$ cat src/sv/cmd_pkg.sv
// Package for the chorus modulated delay: sizes, register indexes, memory port
// structs and the quarter-wave sine table. No dependencies.
package cmd_pkg;

   localparam int DELAY_DEPTH   = 2048;
   localparam int SAMPLE_BITS   = 24;
   localparam int SINE_ENTRIES  = 256;
   localparam int QUARTER       = SINE_ENTRIES / 4;

   localparam int ADDR_BITS     = $clog2(DELAY_DEPTH);
   localparam int FILL_BITS     = ADDR_BITS + 1;
   localparam int SINE_IDX_BITS = $clog2(SINE_ENTRIES);
   localparam int QUARTER_BITS  = SINE_IDX_BITS - 2;
   localparam int PHASE_BITS    = 32;
   localparam int TICK_BITS     = 18;
   localparam int SINE_BITS     = 17;
   localparam int TABLE_BITS    = 16;

   localparam int CSR_INDEX_BITS = 3;
   localparam int CSR_DATA_BITS  = 32;

   localparam logic [CSR_INDEX_BITS-1:0] REG_BASE_DELAY  = 3'd0;
   localparam logic [CSR_INDEX_BITS-1:0] REG_DEPTH_GAIN  = 3'd1;
   localparam logic [CSR_INDEX_BITS-1:0] REG_SWEEP_WIDTH = 3'd2;
   localparam logic [CSR_INDEX_BITS-1:0] REG_LFO_STEP    = 3'd3;
   localparam logic [CSR_INDEX_BITS-1:0] REG_WET_MIX     = 3'd4;
   localparam logic [CSR_INDEX_BITS-1:0] REG_RATE_COUNT  = 3'd5;
   localparam logic [CSR_INDEX_BITS-1:0] REG_BYPASS      = 3'd6;

   typedef struct packed {
      logic                          en;
      logic [ADDR_BITS-1:0]          addr;
      logic signed [SAMPLE_BITS-1:0] data;
   } wr_req_type;

   typedef struct packed {
      logic                 en;
      logic [ADDR_BITS-1:0] addr;
   } rd_req_type;

   typedef logic [QUARTER:0][TABLE_BITS-1:0] sine_table_type;

   localparam logic [63:0] HALF_PI_Q30 = 64'd1686629713;
   localparam logic [63:0] TAYLOR_DIV [1:7] = '{64'd6, 64'd20, 64'd42, 64'd72,
                                                 64'd110, 64'd156, 64'd210};

   // Fixed-point Taylor series of sin over the first quadrant, Q1.15 entries.
   function automatic sine_table_type build_sine_table();
      sine_table_type     tbl;
      logic [63:0]        x;
      logic [63:0]        x2;
      logic [63:0]        term;
      logic [63:0]        q;
      logic signed [63:0] sum;
      for (int k = 0; k <= QUARTER; k++) begin
         x    = 64'(k) * HALF_PI_Q30 / QUARTER;
         x2   = (x * x) >> 30;
         term = x;
         sum  = signed'(x);
         for (int n = 1; n <= 7; n++) begin
            term = ((term * x2) >> 30) / TAYLOR_DIV[n];
            if (n % 2 == 1) begin
               sum = sum - signed'(term);
            end else begin
               sum = sum + signed'(term);
            end
         end
         if (sum < 0) begin
            sum = 0;
         end
         q = (unsigned'(sum) + 64'd16384) >> 15;
         if (q > 64'd32768) begin
            q = 64'd32768;
         end
         tbl[k] = q[TABLE_BITS-1:0];
      end
      return tbl;
   endfunction

   localparam sine_table_type SINE_TABLE = build_sine_table();

endpackage

$ cat src/sv/cmd_lfo.sv
// Sine LFO: phase accumulator, tick counter and quarter-wave table lookup.
// Depends on cmd_pkg for widths and the sine table.
module cmd_lfo (
   input  logic                                   clock,
   input  logic                                   reset,
   input  logic                                   advance,
   input  logic [cmd_pkg::PHASE_BITS-1:0]         lfo_step,
   input  logic [cmd_pkg::TICK_BITS-1:0]          rate_count,
   output logic signed [cmd_pkg::SINE_BITS-1:0]   sine
);

   logic [cmd_pkg::PHASE_BITS-1:0]       phase_ff, phase_in;
   logic [cmd_pkg::TICK_BITS-1:0]        tick_ff, tick_in, tick_next;
   logic signed [cmd_pkg::SINE_BITS-1:0] sine_ff, sine_in;

   logic [cmd_pkg::SINE_IDX_BITS-1:0]    idx;
   logic [1:0]                           quad;
   logic [cmd_pkg::QUARTER_BITS-1:0]     r;
   logic [cmd_pkg::QUARTER_BITS:0]       tbl_idx;
   logic [cmd_pkg::TABLE_BITS-1:0]       mag;

   always_comb begin
      idx  = phase_ff[cmd_pkg::PHASE_BITS-1 -: cmd_pkg::SINE_IDX_BITS];
      quad = idx[cmd_pkg::SINE_IDX_BITS-1 -: 2];
      r    = idx[cmd_pkg::QUARTER_BITS-1:0];
      if (quad[0]) begin
         tbl_idx = (cmd_pkg::QUARTER_BITS+1)'(cmd_pkg::QUARTER) - {1'b0, r};
      end else begin
         tbl_idx = {1'b0, r};
      end
      mag = cmd_pkg::SINE_TABLE[tbl_idx];
      if (quad[1]) begin
         sine_in = -signed'({1'b0, mag});
      end else begin
         sine_in = signed'({1'b0, mag});
      end
   end

   always_comb begin
      tick_next = tick_ff + 1'b1;
      if (tick_next >= rate_count) begin
         tick_in  = '0;
         phase_in = '0;
      end else begin
         tick_in  = tick_next;
         phase_in = phase_ff + lfo_step;
      end
   end

   always_ff @(posedge clock) begin
      if (reset) begin
         phase_ff <= '0;
         tick_ff  <= '0;
      end else if (advance) begin
         phase_ff <= phase_in;
         tick_ff  <= tick_in;
      end
   end

   always_ff @(posedge clock) begin
      if (advance) begin
         sine_ff <= sine_in;
      end
   end

   assign sine = sine_ff;

endmodule

$ cat config.mk
export PLATFORM = sky130hd
export DESIGN_NAME = cmd_lfo
export DESIGN_NICKNAME = d
export VERILOG_FILES = /design/src/sv/cmd_pkg.sv /design/src/sv/cmd_lfo.sv
export SDC_FILE = /design/constraint.sdc
export NUM_CORES = 1
export LEC_CHECK = 0
export BUFFER_PORTS_ARGS = -buffer_cell sky130_fd_sc_hd__buf_2
export CAP_MARGIN = 5
export CORE_UTILIZATION = 60
export DETAILED_ROUTE_END_ITERATION = 6
export HOLD_SLACK_MARGIN = 0.06
export PLACE_DENSITY_LB_ADDON = 0.25
export SYNTH_ARGS = -nofsm -noshare
export SYNTH_HDL_FRONTEND = slang
export SYNTH_SLANG_ARGS = --single-unit
export TNS_END_PERCENT = 50
$ cat constraint.sdc
create_clock -name clock -period 9.95 [get_ports clock]
set_clock_uncertainty 0.1 [all_clocks]
set_input_delay 0.995 -clock clock [delete_from_list [all_inputs] [get_ports clock]]
set_output_delay 0.995 -clock clock [all_outputs]
set_load 0.05 [all_outputs]
Word level (Yosys, flattened, before mapping)
Memory sizes are Yosys's and may differ from the RTL's. Cells that the tools add are included.

Add/subtract/negate cells: 4. Multiply operators: 0. Div/mod/pow operators: 0. $lt $le $gt $ge: 2. Equal/unequal tests: 0. Shift-type cells: 0. Mux-type cells: 5. Bitwise operators: 0. Reductions and logical operators: 0.

Operators by type and width (count): $add 32x32->32 (1); $mux 16 (2); $mux 32 (1); $add 18x1->18 const B (1); $ge 18x18->1 (1); $mux 18 (1); $neg 16->17 (1); $lt 7x8->1 const B (1); $mux 7 (1); $sub 7x6->7 const A (1).

Bits in registers: 67. Bits in latches: 0. Bits in writable memories: 0. ROM bits: 2048. Bits of input ports: 53. Output and inout port bits: 17. Logic and storage cells: 16. Memories kept: 1.

Memory list: (no name shown) (depth 128, width 16, read ports 1, clocked after Yosys merged registers in 0, wr ports 0, RTL line cmd_lfo.sv:31) `mag = cmd_pkg::SINE_TABLE[tbl_idx];`.

Depth between registers and ports, before layout
Gate-level depths: netlist (run 1).

Word-level depth: 6. Gate-level depth with buffers: 19. Mapped depth without buffers: 16.

Worst setup path before layout (run 1)
No wires, ideal clock.

Kind: register to register. From: register phase_ff[25] (netlist name). To: register sine_ff, in the netlist sine[12] (data pin). Setup time: 266 ps. Arrival: 3939 ps. Required time: 9584 ps. Slack: 5644 ps. Stages on the path, launching flop included: 18. Path buffers: 2. Clock period less this slack: 4306 ps. Path through: dfxtp_1 buf_2 inv_1 ha_1 nand2_1 a21boi_4 clkinv_1 ha_1 clkbuf_1 nor2_1 mux4_2 nor2_1 o31ai_2 ha_1 nand2_1 or4_4 o21ai_1 xor2_1.

Longest elaborated chain between the ends: 6.

RTL lines: from (decl) (RTL line cmd_lfo.sv:12) `logic [cmd_pkg::PHASE_BITS-1:0] phase_ff, phase_in;`; from (signal assigned) (RTL line cmd_lfo.sv:55) `phase_ff <= phase_in;`; $sub 7x6->7 (RTL line cmd_lfo.sv:27) `tbl_idx = (cmd_pkg::QUARTER_BITS+1)'(cmd_pkg::QUARTER) - {1'b0, r};`; $mux 7 * (RTL line cmd_lfo.sv:26) `if (quad[0]) begin`; $mem_v2 128x16 *; $mux 16 (not written as such) * (RTL line cmd_lfo.sv:31); $neg 16->17 (RTL line cmd_lfo.sv:33) `sine_in = -signed'({1'b0, mag});`; $mux 16 * (RTL line cmd_lfo.sv:32) `if (quad[1]) begin`; net sine_in, one bit (RTL line cmd_lfo.sv:14) `logic signed [cmd_pkg::SINE_BITS-1:0] sine_ff, sine_in;`; to (signal assigned) (RTL line cmd_lfo.sv:62) `sine_ff <= sine_in;`; to (decl) (RTL line cmd_lfo.sv:14).

Mark *: on every way through the listed nets, which the timed path passes. The rest lies on a longest branch. The select of a mux whose other input is x is not followed. A chain may end at the register's enable or synchronous reset.

Worst setup path in the final report (run 1)
From: register phase_ff[24] (netlist name). To: register sine_ff, in the netlist sine[10] (data pin).

The elaborated chain is that of the path after synthesis.

==> qor.yml, run 1 <==
slowest_stage: "dfxtp_1"
cts.htree.levels: 3
dr_wl_met2_um: 9435
drt_wl_total_um: 19510
cp-start-kind: "flip-flop"
synth_area_leaders: "dfxtp_1 15%, ha_1 11%, edfxtp_1 7.4%"
io_buffers: 69
met1_length_um: 8002
grt_max_degree: 48
synth_top_flop_cell: "dfxtp_1"
initial_utilization_pct: 62.40
overflow: 0
timing.rr.start: "phase_ff[24]"
met3_length_um: 1390
top_layer: "met4"
synthDistinctLibCells: 87
route.vias.total: 6972
fmax_mhz: 174.7
clock_latency_ps: 330
place_area_um2: 7197
crit_fanout: 25
max-cap-violations: 0
ys_async_sr_fraction_pct: 0
first_pass_iters: 5
crit_required_ps: 9920
crit_end: "sine[10]"
maxSlewHeadroom_pct: 29.13
crit_type: "reg -> reg"
cp_cell_sequence: "inv_1, ha_1, nand2_1, a21boi_4, clkinv_1, ha_1, or2_2, a211oi_1, nor3_1, o31ai_2, ha_1, nand2_1, nor4_1, a31oi_1, xor2_1"
cp.arrival_ps: 5690
grt_pass1_wl_um: 31380
worst_slew_pin_slew_ps: 1057
syn_nets: 987
rrSetupSlack_ps: 4230
syn_to_final_growth_pct: 8.708
drtIter0Drc: 665
yosys_register_bits: 67
vias_per_cell: 6.672
io_pins: 70
cp-startpoint: "phase_ff[24]"
cts_setup_buffers: 0
final.setup.tns_ps: 0
clockRootBuffer: "clkbuf_16"
cts_tree: "yes"
row_count: 38
drc_errors: 0
cts-hold-fix-buffers: 0
clock_path_buffers: 2
ys_warn_count: 0
syn_inst: 870
netlist_area_um2: 6883
drive_gt1_share_pct: 13.59
syn_area_per_cell_um2: 7.911
cts-resized-gates: 0
clkTransAtPathRegs_ps: 60
hold_start: "phase_ff[16]"
ant_nets: 0
cts_made_buffers: 9
yosys.area.top_type: "dfxtp_1"
end_kind: "flip-flop"
diodes: 0
die_h_um: 109.1
finalCritPeriodShare_pct: 57.52
synth.top_cell.area_share_pct: 14.54
grt_setup_unrepaired: "false"
post-route-cell-area_um2: 7482
slowest_delay_ps: 960
gp_congestion: 0.9689
core_um2: 11030
crit_top_cell: "ha_1"
track_usage_pct: 33.63
die_x_um: 109.1
hpwl_um: 13840
hold_path.class: "reg -> reg"
avgRoutedWirePerCell_um: 18.67
finalHoldViolations: 0
yosysSeqAreaShare_pct: 21.96
die_area_um2: 11900
finalSetupViolCount: 0
fin_nets: 1017
post-route-min-period_ps: 5723
worstReg2RegEnd: "sine[10]"
maxSlewViolCount: 0
rr_worst_depth: 15
synth_edf_count: 17
n_fill_cell: 906
clock-sinks: 67
grt_pass1_vias: 6486
antenna_found_initial: 0
status: "completed"
## metal layers
layer	up-vias	track usage, %
met2	324	56.65
met4	0	15.54
met1	3279	41.67
met5	-	0
li1	3307	-
met3	62	5.678
## cell usage in the layout (no fill, tap or decap), types with 18 or more instances in the layout
master	count
a211oi_1	18
a21o_1	21
a21oi_1	60
a22oi_1	33
buf_2	69
dfxtp_1	50
ha_1	63
inv_1	36
nand2_1	53
nand3_1	21
nor2_1	89
o21ai_0	62
xnor2_1	36
xor2_1	20
## final cells by class
class | instances | area, µm² | area share [%]
well taps | 140 | 175.2 | 2.341
repair buffers | 77 | 405.4 | 5.418
flip-flops and latches | 67 | 1511 | 20.20
inverters | 39 | 146.4 | 1.957
clock buffers | 12 | 260.3 | 3.478
multi-input cells | 706 | 4959 | 66.27
clock inverters | 4 | 25.02 | 0.3344
## through the flow
stage / setup WS (ps) / utilization [%] / std cells / hold WS (ps)
floorplan: 5644 / - / 870 / 353.6
global placement: 4653 / 65.25 / 1029 / 372.0
detailed placement: 4421 / 65.25 / 1029 / 388.9
CTS: 4416 / 67.83 / 1045 / 404.7
global route: 3834 / 67.83 / 1045 / 433.9
finish: 4227 / 67.83 / 1045 / 409.6
## state kept, by name, indices dropped and copies added (netlist names)
signal    count
tick_ff      18
sine         17
phase_ff     32
## worst max-delay path, delay by kind of cell (launching register included)
kind | cells | cell delay, ps
adders and majority gates | 3 | 1190
buffers and inverters | 2 | 720
AOI/OAI and AO/OA | 4 | 1090
and+or+nand+nor | 5 | 1220
xor gates and xnor gates | 1 | 170
DFF | 1 | 960
## worst min-delay path by stage
| stage | endpoint | cells after the start |
|---|---|---|
| finish | phase_ff[16] | 1 |
| global route | phase_ff[16] | 1 |
| CTS | phase_ff[16] | 1 |
| detailed placement | phase_ff[16] | 1 |
| global placement | phase_ff[22] | 1 |
| floorplan | phase_ff[16] | 1 |
## kinds of logic (layout without fill, tap and decap cells)
logic type	count (synthesis)	count (layout)	share of synthesized area [%]
buffers and inverters	97	132	6.272
muxes	12	12	2.127
xor gates and xnor gates	60	60	8.126
AOI/OAI and AO/OA	312	312	31.09
DFF	67	67	21.96
adders and majority gates	64	64	11.74
and+or+nand+nor	258	258	18.69
## synthesized netlist by cell type, types with 5 or more instances
cell type and number:
clkbuf_1 32, nand2b_1 14, o221ai_1 5, o21ai_0 62, xnor2_1 37, o21bai_1 7
o311ai_0 5, o21a_1 9, a21o_1 21, a22o_1 7, a211oi_1 18, o31ai_1 6
or3_1 7, and3_1 17, xor2_1 20, o211ai_1 10, edfxtp_1 17, buf_2 12
a22oi_1 33, nor3_1 17, o22ai_1 8, a311oi_1 10, nand3_1 21, nor2b_1 5
ha_1 63, buf_4 6, nand2_1 53, o2111ai_1 5, a31oi_1 6, nor2_1 89
o21ai_1 5, a21oi_1 61, dfxtp_1 50, mux2i_1 9, inv_1 36, nand4_1 5
Power of run 1 is left out: the tool's default activity adds up to more than one toggle a clock period on the data nets, which glitch-free logic cannot reach.
==> inputs of run 2 (changes only) <==
==> constraint.sdc (replaced) <==
create_clock -name clock -period 5.8 [get_ports clock]
set_clock_uncertainty 0.1 [all_clocks]
set_input_delay 0.58 -clock clock [delete_from_list [all_inputs] [get_ports clock]]
set_output_delay 0.58 -clock clock [all_outputs]
set_load 0.05 [all_outputs]
==> run 2 against run 1 <==
Compared with the run above:
- flip-flop and latch count unchanged
- cell count increased by 0.48%
- setup slack got worse by 3700 ps
- non-clock buffer count up 5
- sequential share of layout area shrank 0.081 points
- register-to-register slack got worse by 3700 ps
- critical endpoint is now sine[16]
==> qor.yml, run 2 (synthesis results as in run 1) <==
status: "completed"
diodes: 0  # unchanged
slowest_stage: "dfxtp_1"
largest_reg_flops: 32  # unchanged
hpwl_um: 13780  # -0.42%
hold_path.class: "reg -> reg"
clock-sinks: 67  # unchanged
slowest_delay_ps: 710  # -250 ps
grt_pass1_vias: 6404  # -1.3%
grt_pass1_wl_um: 30950  # -1.4%
top_usage_layer: "met2"
clock_latency_ps: 340  # about the same
cts.htree.levels: 3  # unchanged
cp.arrival_ps: 5220  # -470 ps
worstHoldEndpoint: "phase_ff[22]"
worstReg2RegEnd: "sine[16]"
finalCritPeriodShare_pct: 90.17  # +33 points
gp_congestion: 1.023  # +5.6%
rr_worst_depth: 15  # unchanged
crit_required_ps: 5790  # -4130 ps
rrSetupSlack_ps: 570  # -3660 ps
utilization_pct: 68.10  # +0.27 points
drtIter0Drc: 748  # +12%
timing.rr.start: "phase_ff[25]"
cp-start-kind: "flip-flop"
first_pass_iters: 6  # +1
drive_gt1_share_pct: 13.63  # +0.035 points
die_area_um2: 11900  # unchanged
die_x_um: 109.1  # unchanged
track_usage_pct: 33.02  # -0.62 points
max-cap-violations: 0  # unchanged
cts-resized-gates: 0  # unchanged
overflow: 0  # unchanged
maxSlewViolCount: 0  # unchanged
io_buffers: 69  # unchanged
initial_utilization_pct: 62.40  # unchanged
clock_path_buffers: 2  # unchanged
io_pins: 70  # unchanged
avgRoutedWirePerCell_um: 18.24  # -2.3%
antenna_found_initial: 0  # unchanged
syn_to_final_growth_pct: 9.144
crit_fanout: 16  # -36%
n_fill_cell: 944  # +4.2%
row_count: 38  # unchanged
end_kind: "flip-flop"
hold_start: "phase_ff[22]"
die_h_um: 109.1  # unchanged
vias_per_cell: 6.647  # -0.38%
ant_nets: 0  # unchanged
cts_setup_buffers: 0  # unchanged
route.vias.total: 6979  # +0.10%
crit_top_cell: "ha_1"
largest_register: "phase_ff"
use_met3_pct: 6.874  # +1.2 points
hold_depth: 1  # unchanged
grt_setup_unrepaired: "false"
grt_max_degree: 44  # -8.3%
most-common-layout-cells: "89 x nor2_1, 69 x buf_2, 63 x ha_1"
clkTransAtPathRegs_ps: 60  # about the same
cts-hold-fix-buffers: 0  # unchanged
finalHoldViolations: 0  # unchanged
fin_nets: 1022  # +0.49%
clockRootBuffer: "clkbuf_16"
drc_errors: 0  # unchanged
drt_wl_total_um: 19160  # -1.8%
cts_made_buffers: 9  # unchanged
final.setup.tns_ps: 0  # unchanged
fmax_mhz: 191.2  # +9.4%
core_um2: 11030  # unchanged
finalSetupViolCount: 0  # unchanged
cp_cell_sequence: "inv_1, ha_1, nand2_1, a21boi_4, clkinv_1, ha_1, or2_2, a211oi_1, nor3_1, o31ai_2, ha_1, nand2_1, or4_4, nor4_1, nor2_1"
maxSlewHeadroom_pct: 35.67  # +6.5 points
crit_type: "reg -> reg"
post-route-min-period_ps: 5230  # -493.2 ps
final_common_cell: "nor2_1"
worst_slew_pin_slew_ps: 963.6  # -92.93 ps
cts_tree: "yes"
met2_usage_pct: 54.99  # -1.7 points
use_met1_pct: 40.31  # -1.4 points
## run 2: changes by cell type in the layout (fill, tap and decap cells not counted), moves of 2 or more
cell,change
buf_4,+5
clkbuf_8,-2
clkinv_1,+2
clkinvlp_4,-2
## run 2: cell type report
class,count,area (µm²),area share [%]
multi-input cells,706,4951,65.91
flip-flops and latches,67,1511,20.12
repair buffers,82,442.9,5.896
clock buffers,10,229.0,3.048
well taps,140,175.2,2.332
inverters,39,146.4,1.949
clock inverters,6,56.30,0.7495
## run 2: layer usage
metal | wire length [µm] | vias up | share of wire (%)
met5 | 0 | - | 0
met4 | 777 | 0 | 4.1
met3 | 1597 | 64 | 8.3
met2 | 9052 | 327 | 47
met1 | 7729 | 3268 | 40
li1 | - | 3320 | -
## run 2: worst max-delay path by stage
| stage | startpoint | end | slack (ps) | cells after the start |
|---|---|---|---|---|
| final | phase_ff[25] | sine[16] | 570 | 15 |
| after floorplan | phase_ff[25] | sine[12] | 1490 | 17 |
| after detailed placement | phase_ff[25] | sine[14] | 710 | 15 |
| after CTS | phase_ff[25] | sine[14] | 670 | 15 |
| after global placement | phase_ff[25] | sine[16] | 1010 | 15 |
| after global routing | phase_ff[25] | sine[14] | 260 | 15 |
## run 2: worst max-delay path, delay by kind of cell (launching register included)
| kind | cells | cell delay, ps |
|---|---|---|
| AOI/OAI and AO/OA | 3 | 890 |
| adders and majority gates | 3 | 1150 |
| buffers and inverters | 2 | 550 |
| DFF | 1 | 710 |
| and+or+nand+nor | 7 | 1560 |
## run 2: stage by stage
| step | hold WS (ps) | instances | worst slack (ps) | area, µm² |
|---|---|---|---|---|
| after floorplan | 353.6 | 870 | 1494 | 6883 |
| after global placement | 370.5 | 1034 | 1008 | 7227 |
| after detailed placement | 381.1 | 1034 | 708.4 | 7227 |
| after CTS | 399.1 | 1050 | 666.3 | 7512 |
| after global routing | 404.3 | 1050 | 264.5 | 7512 |
| final | 391.2 | 1050 | 570.1 | 7512 |
Power of run 2 is left out for the same reason.
